$ cat config.mk
export PLATFORM = sky130hd
export DESIGN_NAME = sjas_ctrl
export DESIGN_NICKNAME = d
export VERILOG_FILES = /design/src/hdl/sjas_pkg.sv /design/src/hdl/sjas_ctrl.sv
export SDC_FILE = /design/constraint.sdc
export NUM_CORES = 1
export LEC_CHECK = 0
export BUFFER_PORTS_ARGS = -buffer_cell sky130_fd_sc_hd__buf_2
export CAP_MARGIN = 10
export CORE_MARGIN = 2
export CORE_UTILIZATION = 60
export DETAILED_ROUTE_END_ITERATION = 6
export HOLD_SLACK_MARGIN = 0.15
export PLACE_DENSITY = 0.89
export SETUP_SLACK_MARGIN = 0.4
export SYNTH_ARGS = -nofsm -noshare
export SYNTH_HDL_FRONTEND = slang
export SYNTH_SLANG_ARGS = --single-unit
$ cat constraint.sdc
create_clock -name clk -period 5.2 [get_ports clk]
set_input_delay 0.78 -clock clk [delete_from_list [all_inputs] [get_ports clk]]
set_output_delay 0.78 -clock clk [all_outputs]
set_load 0.1 [all_outputs]
$ cat src/hdl/sjas_pkg.sv
// sjas_pkg: shared types, constants and tables for the skeleton joint angle statistics unit
// used by sjas_ctrl, sjas_dp and skeleton_joint_angle_stats_unit; depends on nothing
package sjas_pkg;

	// run limits and cordic depth
	localparam int MAX_FRAMES        = 4096;
	localparam int CORDIC_ITERATIONS = 16;
	localparam int ATAN_LEN          = 24;
	localparam int CORDIC_N = (CORDIC_ITERATIONS < ATAN_LEN) ? CORDIC_ITERATIONS : ATAN_LEN;

	// field and datapath widths
	localparam int JI_W    = 5;
	localparam int POS_W   = 16;
	localparam int VEC_W   = 17;
	localparam int ACC_W   = 36;
	localparam int ANG_W   = 15;
	localparam int ANG_MAX = 18000;
	localparam int FC_W    = $clog2(MAX_FRAMES + 1);
	localparam int SUM_W   = $clog2(MAX_FRAMES * ANG_MAX + 1);
	localparam int CQ_W    = 30;
	localparam int DQ_W    = (SUM_W > CQ_W) ? SUM_W : CQ_W;
	localparam int DEN_W   = 36;
	localparam int LEN_W   = 18;
	localparam int C_W     = 31;
	localparam int CC_W    = 62;
	localparam int SQ_W    = 61;
	localparam int CX_W    = 34;
	localparam int Z_W     = 32;
	localparam int STEP_W  = 5;

	// iteration counts of the shared units
	localparam int SQRT_STEPS = 31;
	localparam int DIVC_STEPS = CQ_W;

	// result kinds
	localparam logic [1:0] KIND_FRAME = 2'd0;
	localparam logic [1:0] KIND_MAX   = 2'd1;
	localparam logic [1:0] KIND_MEAN  = 2'd2;

	// stored joint numbers
	localparam logic [JI_W-1:0] J_SPINE_BASE = 5'd0;
	localparam logic [JI_W-1:0] J_NECK       = 5'd3;
	localparam logic [JI_W-1:0] J_SHOULDER_R = 5'd12;
	localparam logic [JI_W-1:0] J_ELBOW_R    = 5'd13;
	localparam logic [JI_W-1:0] J_HIP_L      = 5'd18;
	localparam logic [JI_W-1:0] J_KNEE_L     = 5'd19;
	localparam logic [JI_W-1:0] J_ANKLE_L    = 5'd20;

	typedef struct packed {
		logic [JI_W-1:0]         joint_index;
		logic signed [POS_W-1:0] pos_x;
		logic signed [POS_W-1:0] pos_y;
		logic signed [POS_W-1:0] pos_z;
		logic                    frame_last;
		logic                    run_last;
	} in_item_t;

	typedef struct packed {
		logic [1:0]       kind;
		logic [ANG_W-1:0] arm_angle;
		logic [ANG_W-1:0] thigh_angle;
		logic [ANG_W-1:0] shank_angle;
		logic [2:0]       degenerate_mask;
		logic             last;
	} out_item_t;

	typedef enum logic [4:0] {
		OP_NONE, OP_LOAD, OP_VEC, OP_MAC_DOT, OP_MAC_NA, OP_MAC_NB, OP_ZERO,
		OP_SQ_NA, OP_SQ_NB, OP_SQ_S, OP_SQ_STEP, OP_LB, OP_DEN, OP_DIV_C,
		OP_DIV_STEP, OP_CSAVE, OP_CC, OP_CORD_LD, OP_CORD_STEP, OP_FIN, OP_ACC,
		OP_OUT_FRAME, OP_DIV_M, OP_MSAVE, OP_OUT_MAX, OP_OUT_MEAN, OP_RUN_CLR
	} op_t;

	typedef enum logic [5:0] {
		S_IDLE, S_VEC, S_MDOT, S_MNA, S_MNB, S_CHK, S_ZERO,
		S_SA_LD, S_SA_RUN, S_SB_LD, S_SB_RUN, S_LB, S_DEN,
		S_DC_LD, S_DC_RUN, S_CSAVE, S_CC, S_SS_LD, S_SS_RUN,
		S_CORD_LD, S_CORD_RUN, S_FIN, S_ACC, S_OUT_F, S_EMIT_F,
		S_DM_LD, S_DM_RUN, S_MSAVE, S_OUT_M, S_EMIT_M, S_OUT_A, S_EMIT_A
	} state_t;

	typedef struct packed {
		op_t               op;
		logic [1:0]        k;
		logic [STEP_W-1:0] step;
		logic              run_end;
	} cmd_t;

	typedef struct packed {
		logic vec_zero;
	} stat_t;

	// arctangent of 2^-i in units of 2^-32 turn
	function automatic logic [31:0] atan_turn(input logic [STEP_W-1:0] i);
		logic [31:0] v;
		case (i)
			5'd0:    v = 32'd536870912;
			5'd1:    v = 32'd316933406;
			5'd2:    v = 32'd167458907;
			5'd3:    v = 32'd85004756;
			5'd4:    v = 32'd42667331;
			5'd5:    v = 32'd21354465;
			5'd6:    v = 32'd10679838;
			5'd7:    v = 32'd5340245;
			5'd8:    v = 32'd2670163;
			5'd9:    v = 32'd1335087;
			5'd10:   v = 32'd667544;
			5'd11:   v = 32'd333772;
			5'd12:   v = 32'd166886;
			5'd13:   v = 32'd83443;
			5'd14:   v = 32'd41722;
			5'd15:   v = 32'd20861;
			5'd16:   v = 32'd10430;
			5'd17:   v = 32'd5215;
			5'd18:   v = 32'd2608;
			5'd19:   v = 32'd1304;
			5'd20:   v = 32'd652;
			5'd21:   v = 32'd326;
			5'd22:   v = 32'd163;
			5'd23:   v = 32'd81;
			default: v = 32'd0;
		endcase
		return v;
	endfunction

endpackage

$ cat src/hdl/sjas_ctrl.sv
// sjas_ctrl: sequencing state machine of the joint angle statistics unit
// depends on sjas_pkg; drives sjas_dp through cmd_t and reads stat_t
module sjas_ctrl (
	input  logic                clk,
	input  logic                arst_n,
	input  logic                in_valid,
	output logic                in_ready,
	input  logic                frame_last,
	input  logic                run_last,
	output logic                out_valid,
	input  logic                out_ready,
	input  sjas_pkg::stat_t     stat,
	output sjas_pkg::cmd_t      cmd
);

	sjas_pkg::state_t              state_q, state_d;
	logic [1:0]                    k_q, k_d;
	logic [sjas_pkg::STEP_W-1:0]   cnt_q, cnt_d;
	logic                          rl_q, rl_d;

	// state and counters
	always_ff @(posedge clk or negedge arst_n) begin
		if (!arst_n) begin
			state_q <= sjas_pkg::S_IDLE;
			k_q     <= 2'd0;
			cnt_q   <= '0;
			rl_q    <= 1'b0;
		end else begin
			state_q <= state_d;
			k_q     <= k_d;
			cnt_q   <= cnt_d;
			rl_q    <= rl_d;
		end
	end

	// next state and commands
	always_comb begin
		state_d     = state_q;
		k_d         = k_q;
		cnt_d       = cnt_q;
		rl_d        = rl_q;
		cmd.op      = sjas_pkg::OP_NONE;
		cmd.k       = k_q;
		cmd.step    = cnt_q;
		cmd.run_end = rl_q;
		in_ready    = 1'b0;
		out_valid   = 1'b0;
		case (state_q)
			sjas_pkg::S_IDLE: begin
				in_ready = 1'b1;
				if (in_valid) begin
					cmd.op = sjas_pkg::OP_LOAD;
					if (frame_last) begin
						rl_d    = run_last;
						state_d = sjas_pkg::S_VEC;
					end
				end
			end
			sjas_pkg::S_VEC: begin
				cmd.op  = sjas_pkg::OP_VEC;
				k_d     = 2'd0;
				cnt_d   = '0;
				state_d = sjas_pkg::S_MDOT;
			end
			sjas_pkg::S_MDOT, sjas_pkg::S_MNA, sjas_pkg::S_MNB: begin
				if (state_q == sjas_pkg::S_MDOT) cmd.op = sjas_pkg::OP_MAC_DOT;
				else if (state_q == sjas_pkg::S_MNA) cmd.op = sjas_pkg::OP_MAC_NA;
				else cmd.op = sjas_pkg::OP_MAC_NB;
				if (cnt_q == sjas_pkg::STEP_W'(2)) begin
					cnt_d = '0;
					if (state_q == sjas_pkg::S_MDOT) state_d = sjas_pkg::S_MNA;
					else if (state_q == sjas_pkg::S_MNA) state_d = sjas_pkg::S_MNB;
					else state_d = sjas_pkg::S_CHK;
				end else begin
					cnt_d = cnt_q + 1'b1;
				end
			end
			sjas_pkg::S_CHK: begin
				state_d = stat.vec_zero ? sjas_pkg::S_ZERO : sjas_pkg::S_SA_LD;
			end
			sjas_pkg::S_SA_LD: begin
				cmd.op  = sjas_pkg::OP_SQ_NA;
				state_d = sjas_pkg::S_SA_RUN;
			end
			sjas_pkg::S_SB_LD: begin
				cmd.op  = sjas_pkg::OP_SQ_NB;
				state_d = sjas_pkg::S_SB_RUN;
			end
			sjas_pkg::S_SS_LD: begin
				cmd.op  = sjas_pkg::OP_SQ_S;
				state_d = sjas_pkg::S_SS_RUN;
			end
			// square root iterations, shared by three operands
			sjas_pkg::S_SA_RUN, sjas_pkg::S_SB_RUN, sjas_pkg::S_SS_RUN: begin
				cmd.op = sjas_pkg::OP_SQ_STEP;
				if (cnt_q == sjas_pkg::STEP_W'(sjas_pkg::SQRT_STEPS - 1)) begin
					cnt_d = '0;
					if (state_q == sjas_pkg::S_SA_RUN) state_d = sjas_pkg::S_SB_LD;
					else if (state_q == sjas_pkg::S_SB_RUN) state_d = sjas_pkg::S_LB;
					else state_d = sjas_pkg::S_CORD_LD;
				end else begin
					cnt_d = cnt_q + 1'b1;
				end
			end
			sjas_pkg::S_LB: begin
				cmd.op  = sjas_pkg::OP_LB;
				state_d = sjas_pkg::S_DEN;
			end
			sjas_pkg::S_DEN: begin
				cmd.op  = sjas_pkg::OP_DEN;
				state_d = sjas_pkg::S_DC_LD;
			end
			sjas_pkg::S_DC_LD: begin
				cmd.op  = sjas_pkg::OP_DIV_C;
				state_d = sjas_pkg::S_DC_RUN;
			end
			sjas_pkg::S_DC_RUN: begin
				cmd.op = sjas_pkg::OP_DIV_STEP;
				if (cnt_q == sjas_pkg::STEP_W'(sjas_pkg::DIVC_STEPS - 1)) begin
					cnt_d   = '0;
					state_d = sjas_pkg::S_CSAVE;
				end else begin
					cnt_d = cnt_q + 1'b1;
				end
			end
			sjas_pkg::S_CSAVE: begin
				cmd.op  = sjas_pkg::OP_CSAVE;
				state_d = sjas_pkg::S_CC;
			end
			sjas_pkg::S_CC: begin
				cmd.op  = sjas_pkg::OP_CC;
				state_d = sjas_pkg::S_SS_LD;
			end
			sjas_pkg::S_CORD_LD: begin
				cmd.op  = sjas_pkg::OP_CORD_LD;
				state_d = sjas_pkg::S_CORD_RUN;
			end
			sjas_pkg::S_CORD_RUN: begin
				cmd.op = sjas_pkg::OP_CORD_STEP;
				if (cnt_q == sjas_pkg::STEP_W'(sjas_pkg::CORDIC_N - 1)) begin
					cnt_d   = '0;
					state_d = sjas_pkg::S_FIN;
				end else begin
					cnt_d = cnt_q + 1'b1;
				end
			end
			// one angle done, move to the next limb
			sjas_pkg::S_ZERO, sjas_pkg::S_FIN: begin
				cmd.op = (state_q == sjas_pkg::S_ZERO) ? sjas_pkg::OP_ZERO : sjas_pkg::OP_FIN;
				if (k_q == 2'd2) begin
					state_d = sjas_pkg::S_ACC;
				end else begin
					k_d     = k_q + 1'b1;
					state_d = sjas_pkg::S_MDOT;
				end
			end
			sjas_pkg::S_ACC: begin
				cmd.op  = sjas_pkg::OP_ACC;
				state_d = sjas_pkg::S_OUT_F;
			end
			sjas_pkg::S_OUT_F: begin
				cmd.op  = sjas_pkg::OP_OUT_FRAME;
				state_d = sjas_pkg::S_EMIT_F;
			end
			sjas_pkg::S_EMIT_F: begin
				out_valid = 1'b1;
				if (out_ready) begin
					k_d     = 2'd0;
					state_d = rl_q ? sjas_pkg::S_DM_LD : sjas_pkg::S_IDLE;
				end
			end
			// run means, one division per angle
			sjas_pkg::S_DM_LD: begin
				cmd.op  = sjas_pkg::OP_DIV_M;
				state_d = sjas_pkg::S_DM_RUN;
			end
			sjas_pkg::S_DM_RUN: begin
				cmd.op = sjas_pkg::OP_DIV_STEP;
				if (cnt_q == sjas_pkg::STEP_W'(sjas_pkg::SUM_W - 1)) begin
					cnt_d   = '0;
					state_d = sjas_pkg::S_MSAVE;
				end else begin
					cnt_d = cnt_q + 1'b1;
				end
			end
			sjas_pkg::S_MSAVE: begin
				cmd.op = sjas_pkg::OP_MSAVE;
				if (k_q == 2'd2) begin
					state_d = sjas_pkg::S_OUT_M;
				end else begin
					k_d     = k_q + 1'b1;
					state_d = sjas_pkg::S_DM_LD;
				end
			end
			sjas_pkg::S_OUT_M: begin
				cmd.op  = sjas_pkg::OP_OUT_MAX;
				state_d = sjas_pkg::S_EMIT_M;
			end
			sjas_pkg::S_EMIT_M: begin
				out_valid = 1'b1;
				if (out_ready) state_d = sjas_pkg::S_OUT_A;
			end
			sjas_pkg::S_OUT_A: begin
				cmd.op  = sjas_pkg::OP_OUT_MEAN;
				state_d = sjas_pkg::S_EMIT_A;
			end
			sjas_pkg::S_EMIT_A: begin
				out_valid = 1'b1;
				if (out_ready) begin
					cmd.op  = sjas_pkg::OP_RUN_CLR;
					state_d = sjas_pkg::S_IDLE;
				end
			end
			default: begin
				state_d = sjas_pkg::S_IDLE;
			end
		endcase
	end

endmodule

==> impl_metrics.toml, run 1 <==
[critical_path]
timing.setup.critical_path_class = "flip-flop to output pin"
critical_path.slowest_cell = "dfrtp_1"
critical_path.startpoint_type = "flip-flop"
critPathRequiredTime_ns = 4.42
reg2reg_slack_ns = 2.89
timing.critical_path.fanout_max = 28
worst_r2r_path_depth = 5
timing.rr.end = "state_q[0]"
worst_path_largest_cell_delay_ns = 0.86
critPathArrivalTime_ns = 2.49
cp-startpoint = "state_q[2]"
r2r_start = "state_q[3]"
cp_cell_sequence = "clkinv_1 -> o21ai_0 -> nand2_1 -> o311ai_1 -> buf_2"
crit_path_capture_type = "output pin"

[route]
via_per_inst = 6.49
drcViolationCount = 0
routed_wire_length_per_instance_um = 15.4
postRouteAntennaNets = 0
dr_total_vias = 1467
dr.pass1.iters = 5
totalWireLength_mm = 3.47
drt_iter0_markers = 87

[timing]
setup_viol = 0
timing.slew.headroom_pct = 47.3
fin_setup_tns_ns = 0
post_layout_minimum_cycle_time_ns = 3.27
tightestPinTransition_ns = 0.791
fin_worst_skew_ns = 0.00785
final_min_period_over_clock_period_pct = 62.9
timing.final.max_slew_violations = 0
grt_setup_unrepaired = "false"
timing_limited_maximum_frequency_ghz = 0.306
endpoints_failing_hold = 0

[clock_network]
cts_max_path_buffers = 2
cts_hold_buf = 0
htree_num_levels = 1
clkSinkCount = 13
post_cts_resize_count = 0
clk-insertion-delay-late_ns = 0.27
cts_made_buffers = 3
tritoncts = "done"
worst_setup_hold_path_clk_slew_ns = 0.08
cts_root_buffer = "clkbuf_4"
cts_setup_buffers = 0

[floorplan]
std_cell_rows = 17
floorplan.initialDensity_pct = 63.8
die_w_um = 52.7
die_h_um = 52.7
dieArea_um2 = 2780
coreArea_um2 = 2230
io_pins = 22

[global_route]
grt_start_max_net_pins = 29
global_route.overflow_total = 0
global_route.usage.met3_pct = 2.86
grt_util_met1_pct = 36.7
global_route.usage.met2_pct = 45.4
grt_pass1_wl_mm = 5.77
grt_use_total_pct = 27.7
antenna_violations_before_repair = 0
global_route.peak_usage_layer = "met2"
first_global_vias = 1284

[synth]
ys_ff_latch = 13
sequential_cell_area_fraction_in_the_yosys_report_pct = 22.8
synth_ff_type = "dfrtp_1"
yosysWarningCount = 0
synth_area_per_inst_um2 = 7.54
post_synth_num_cell_types = 52
netlist_area_um2 = 1430
synth_cells = 189
number_of_synthesized_flops_with_an_enable_pin = 0
synth_nets = 202
synth_async_sr_flop_share_pct = 100

[final_layout]
drive_gt1_share_pct = 17.2
num-fill-cells = 190
postLayoutCoreUtil_pct = 66.8
antenna-diode-count = 0
fin_nets = 212
mostFrequentLayoutCell = "buf_2"
most-common-layout-cells = "21 x buf_2, 17 x o21ai_0, 16 x nand2_1"
areaGrowthSynthToFinish_pct = 4.65

[placed_design]
routabilityCongestion = 0.982
io_buffers = 21
hpwlAfterDp_mm = 2.64

[status]
outcome = "finished, final reports clean"

[hold_path]
min_path_type = "primary input to asynchronous set/reset pin"

[flow_run]
timing.max_cap.violations = 0
==> final cells by class <==
| type | count | area (um^2) | area share, % |
|---|---|---|---|
| Sequential cell | 13 | 325 | 21.8 |
| Multi-Input combinational cell | 147 | 951 | 63.8 |
| Tap cell | 28 | 35.0 | 2.35 |
| Timing Repair Buffer | 21 | 105 | 7.05 |
| Clock buffer | 4 | 26.3 | 1.76 |
| Inverter | 13 | 48.8 | 3.27 |
==> metrics by stage <==
stage / hold slack [ns] / cells / cell area, um^2 / setup slack [ns]
after CTS: 0.374 / 226 / 1490 / 1.96
after global placement: 0.499 / 222 / 1470 / 2.33
after floorplan: 0.484 / 189 / 1430 / 1.05
after detailed placement: 0.493 / 222 / 1470 / 2.28
after global routing: 0.385 / 226 / 1490 / 1.75
final: 0.374 / 226 / 1490 / 1.93
==> registers in the layout, indices dropped and copies added (netlist names) <==
signal,count
cnt_q,5
state_q,5
k_q,2
rl_q,1
==> worst max-delay path by stage <==
stage / end / slack, ns / cells after the start
after floorplan: cmd[9] / 1.05 / 6
after global placement: cmd[10] / 2.33 / 5
after detailed placement: cmd[10] / 2.28 / 5
after CTS: cmd[10] / 1.96 / 5
after global routing: cmd[8] / 1.75 / 5
final: cmd[10] / 1.93 / 5
==> cells in the mapped netlist (5+ instances only) <==
cell | n | area, um^2
nand2b_1 | 5 | 31.3
nor3_1 | 7 | 35.0
inv_1 | 12 | 45.0
nor2b_1 | 5 | 31.3
nor2_1 | 13 | 48.8
buf_2 | 5 | 25.0
a21oi_1 | 14 | 70.1
o21ai_0 | 17 | 85.1
nand2_1 | 16 | 60.1
ha_1 | 6 | 75.1
dfrtp_1 | 13 | 325
nand3_1 | 7 | 35.0
buf_4 | 7 | 52.6
==> metal layers <==
metal  part of all wire, %  routed length, um  vias up
li1                      -                  -      704
met1                    43               1490      680
met2                    48               1670       75
met3                   7.7                269        8
met4                   1.2                 42        0
met5                     0                  0        -
==> cells by family after synthesis <==
kind of cell / count (synthesis) / share of synthesized area [%]
AND/OR/NAND/NOR: 71 / 27.1
XOR/XNOR: 3 / 1.84
AO/OA/AOI/OAI: 60 / 27.2
flip-flops: 13 / 22.8
adder cells (fa/ha/maj): 6 / 5.27
multiplexers: 7 / 5.27
buffers and inverters: 29 / 10.4
==> critical path: cells and delay by family, from the launching register on <==
family | cells | cell delay [ns]
AOI/OAI and AO/OA | 2 | 0.35
buffers and inverters | 2 | 0.93
DFF | 1 | 0.86
and+or+nand+nor | 1 | 0.08
Power of run 1 is left out: the tool's default activity adds up to more than one toggle a clock period on the data nets, which glitch-free logic cannot reach.
==> run 2: changes to the inputs <==
- CORE_UTILIZATION: 60 -> 57
- PLACE_DENSITY: 0.89 -> 0.85
- clock period: 5.2 -> 3.3 ns (I/O delays scaled with it)
==> impl_metrics.toml, run 2 (synthesis gave the netlist of run 1 again) <==
[status]
outcome = "finished, final reports clean"

[timing]
fin_worst_skew_ns = 0.0100
final_min_period_over_clock_period_pct = 82.1
timing.final.max_slew_violations = 0
post_layout_minimum_cycle_time_ns = 2.71
fin_setup_tns_ns = 0
setup_viol = 0
timing.slew.headroom_pct = 59.2
grt_setup_unrepaired = "false"
worst_slack_ns = 0.590
endpoints_failing_hold = 0
tightestPinTransition_ns = 0.612
timing_limited_maximum_frequency_ghz = 0.369

[clock_network]
htree_num_levels = 1
cts_setup_buffers = 0
clkSinkCount = 13
worst_setup_hold_path_clk_slew_ns = 0.08
cts_root_buffer = "clkbuf_4"
tritoncts = "done"
cts_max_path_buffers = 2
cts_made_buffers = 3
clk-insertion-delay-late_ns = 0.29

[floorplan]
die_w_um = 54
die_h_um = 54
dieArea_um2 = 2920
std_cell_rows = 18
coreArea_um2 = 2430
io_pins = 22
floorplan.initialDensity_pct = 58.6

[critical_path]
timing.setup.critical_path_class = "flip-flop to output pin"
cp_cell_sequence = "inv_1 -> o21ai_0 -> a21oi_1 -> o21ai_2 -> buf_2"
critPathArrivalTime_ns = 2.22
critPathRequiredTime_ns = 2.80
cp.depth = 5
critical_path.startpoint_type = "flip-flop"
reg2reg_slack_ns = 0.96
crit_family = "flip-flops"
worst_r2r_path_depth = 6
critical_path.slowest_cell = "dfrtp_1"
critical_path.n_buffers_inverters = 2
worst_path_largest_cell_delay_ns = 0.74
timing.critical_path.fanout_max = 19
crit_path_capture_type = "output pin"

[final_layout]
areaGrowthSynthToFinish_pct = 9.66
mostFrequentLayoutCell = "buf_2"
postLayoutCoreUtil_pct = 64.2
drive_gt1_share_pct = 21.1
reg_top3 = "cnt_q: 5 flops, state_q: 5 flops, k_q: 2 flops"
most-common-layout-cells = "21 x buf_2, 16 x o21ai_0, 16 x nand2_1"
antenna-diode-count = 0
fin_nets = 218

[global_route]
grt_use_total_pct = 29.4
grt_start_max_net_pins = 28
first_global_vias = 1310
antenna_violations_before_repair = 0
grt_pass1_wl_mm = 6.20
global_route.overflow_total = 0

[hold_path]
number_of_instances_on_the_worst_hold_path = 2
min_path_type = "primary input to flip-flop"

[route]
via_per_inst = 6.47
totalWireLength_mm = 3.77
routed_wire_length_per_instance_um = 16.1
postRouteAntennaNets = 0
dr_total_vias = 1513
drcViolationCount = 0
dr.pass1.iters = 5
drt_iter0_markers = 105

[placed_design]
dpl_worst_slack_ns = 0.934
io_buffers = 21
hpwlAfterDp_mm = 2.80
routabilityCongestion = 0.983

[flow_run]
timing.max_cap.violations = 0
run 2: changes by cell type in the layout (fill, tap and decap cells not counted):
cell           delta
a21oi_2           +1
a21oi_1           -1
o22ai_2           +1
o311ai_2          +1
o21ai_0           -1
o311ai_1          -1
dlygate4sd3_1     +1
buf_4             +5
o21ai_2           +1
o22ai_1           -1
run 2: layout make-up:
cell class / instances / area, um^2
sequential: 13 / 325
clock buffer: 4 / 26.3
fill: 213 / 870
tap: 30 / 37.5
inverter: 13 / 48.8
timing repair buffer: 27 / 153
multi-input combinational: 147 / 972
run 2: path summary, 6_finish.rpt:
| check | start | end |
|---|---|---|
| setup / recovery | state_q[3] | cmd[9] |
| hold / removal | run_last | rl_q |
| hold reg to reg | k_q[0] | k_q[0] |
| max in group asynchronous | arst_n | k_q[1] |
| setup reg to reg | state_q[3] | state_q[4] |
| min in group asynchronous | arst_n | rl_q |
run 2: through the flow:
step	cell area [um^2]	hold slack (ns)	cells
after floorplan	1450	0.199	189
after global placement	1530	0.395	229
after detailed placement	1530	0.398	229
after CTS	1560	0.440	234
after global routing	1560	0.437	234
final	1560	0.440	234
run 2: layer usage:
metal	vias up	wire length (um)	track usage (%)
met5	-	0	0
met4	0	89	11.3
met1	703	1530	38.8
met3	12	293	4.44
met2	83	1860	48.2
li1	715	-	-
run 2: timing repair:
item,4_1_cts,5_1_grt
endpoints found under the setup margin,0,0
resized for setup,0,0
hold buffers,1,0
hold endpoints to repair,13,0
Power of run 2 is left out for the same reason.
==> run 3: changes to the inputs <==
- clock period: 3.3 -> 2.59 ns (I/O delays scaled with it)
==> impl_metrics.toml, run 3 (synthesis gave the netlist of run 1 again) <==
[floorplan]
die_h_um = 54
floorplan.initialDensity_pct = 58.6
std_cell_rows = 18
coreArea_um2 = 2430
io_pins = 22
die_w_um = 54
dieArea_um2 = 2920

[timing]
tightestPinTransition_ns = 0.488
timing_limited_maximum_frequency_ghz = 0.457
post_layout_minimum_cycle_time_ns = 2.19
timing.final.max_slew_violations = 0
fin_setup_tns_ns = 0
final_min_period_over_clock_period_pct = 84.5
endpoints_failing_hold = 0
timing.slew.headroom_pct = 67.7
setup_viol = 0
grt_setup_unrepaired = "true"
fin_worst_skew_ns = 0.00425

[critical_path]
r2r_start = "cnt_q[0]"
critical_path.slowest_cell = "dfrtp_2"
critPathArrivalTime_ns = 1.80
timing.setup.critical_path_class = "flip-flop to output pin"
crit_family = "flip-flops"
timing.rr.end = "state_q[4]"
critical_path.startpoint_type = "flip-flop"
worst_path_largest_cell_delay_ns = 0.49
worst_r2r_path_depth = 7
crit_path_capture_type = "output pin"
critPathRequiredTime_ns = 2.20
timing.critical_path.fanout_max = 7
critical_path.n_buffers_inverters = 2
cp_cell_sequence = "buf_4 -> nor2b_2 -> nor3_1 -> o21ai_0 -> a22o_2 -> buf_8"
reg2reg_slack_ns = 0.43

[global_route]
grt_pass1_wl_mm = 6.68
global_route.overflow_total = 0
antenna_violations_before_repair = 0
grt_start_max_net_pins = 29
first_global_vias = 1428
grt_use_total_pct = 31.4

[clock_network]
tritoncts = "done"
cts_max_path_buffers = 2
cts_made_buffers = 3
cts_root_buffer = "clkbuf_4"
htree_num_levels = 1
worst_setup_hold_path_clk_slew_ns = 0.09
clkSinkCount = 13
clk-insertion-delay-late_ns = 0.29

[final_layout]
antenna-diode-count = 0
reg_top3 = "cnt_q: 5 flops, state_q: 5 flops, k_q: 2 flops"
drive_gt1_share_pct = 39.2
areaGrowthSynthToFinish_pct = 35.5
most-common-layout-cells = "23 x buf_4, 16 x nand2_1, 15 x buf_2"
mostFrequentLayoutCell = "buf_4"
fin_nets = 236
num-fill-cells = 158

[placed_design]
routabilityCongestion = 0.941
hpwlAfterDp_mm = 2.94
io_buffers = 21

[route]
drcViolationCount = 0
via_per_inst = 6.46
routed_wire_length_per_instance_um = 17.7
drt_iter0_markers = 81
postRouteAntennaNets = 0
dr.pass1.iters = 5
dr_total_vias = 1627
totalWireLength_mm = 4.46

[flow_run]
timing.max_cap.violations = 0

[status]
outcome = "finished, final reports clean"

[hold_path]
min_to = "rl_q"
min_from = "run_last"
min_path_type = "primary input to flip-flop"
number_of_instances_on_the_worst_hold_path = 2
==> run 3: through the flow <==
step,area [um^2],cells,setup slack [ns],hold WS [ns],utilization (%)
after CTS,1800,246,0.398,0.333,74.1
final,1930,252,0.401,0.328,79.4
after detailed placement,1690,232,0.413,0.294,69.4
after global placement,1690,232,0.459,0.285,69.4
after global routing,1930,252,0.359,0.339,79.4
after floorplan,1530,189,0.106,0.0929,-
==> run 3: worst register-to-register path, cell delays in order, from the launching register on <==
cell      delay (ns)
dfrtp_4         0.53
inv_4           0.08
ha_4            0.13
or4b_4          0.47
nand3_4         0.09
o211ai_4        0.09
nor3_4          0.33
mux2_4          0.33
==> run 3: worst max-delay path by stage <==
stage,to,cells after the start,start
finish,cmd[8],6,state_q[3]
global route,cmd[8],6,state_q[3]
CTS,cmd[10],7,state_q[2]
detailed placement,state_q[4],6,state_q[0]
global placement,state_q[4],6,state_q[0]
floorplan,cmd[11],6,state_q[3]
==> run 3: routing by layer <==
layer / wire [um] / global-route usage, %
met1: 1730 / 39.7
met2: 2280 / 55.1
met3: 343 / 4.44
met4: 102 / 9.17
met5: 0 / 0
==> run 3: area by class of cell <==
| type | instances | area, um^2 | area share (%) |
|---|---|---|---|
| clock buffer | 4 | 26.3 | 1.36 |
| inverter | 13 | 58.8 | 3.05 |
| multi-input combinational | 147 | 1090 | 56.6 |
| sequential | 13 | 342 | 17.7 |
| tap | 30 | 37.5 | 1.94 |
| timing repair buffer | 45 | 373 | 19.3 |
==> run 3: what timing repair did <==
item | CTS | global route
endpoints found under the setup margin | 11 | 8
endpoints found under the hold margin | 13 | 0
hold buffers | 1 | 0
pin swaps | 1 | 9
buffers inserted | 9 | 6
gates resized for setup | 7 | 19
Power of run 3 is left out for the same reason.
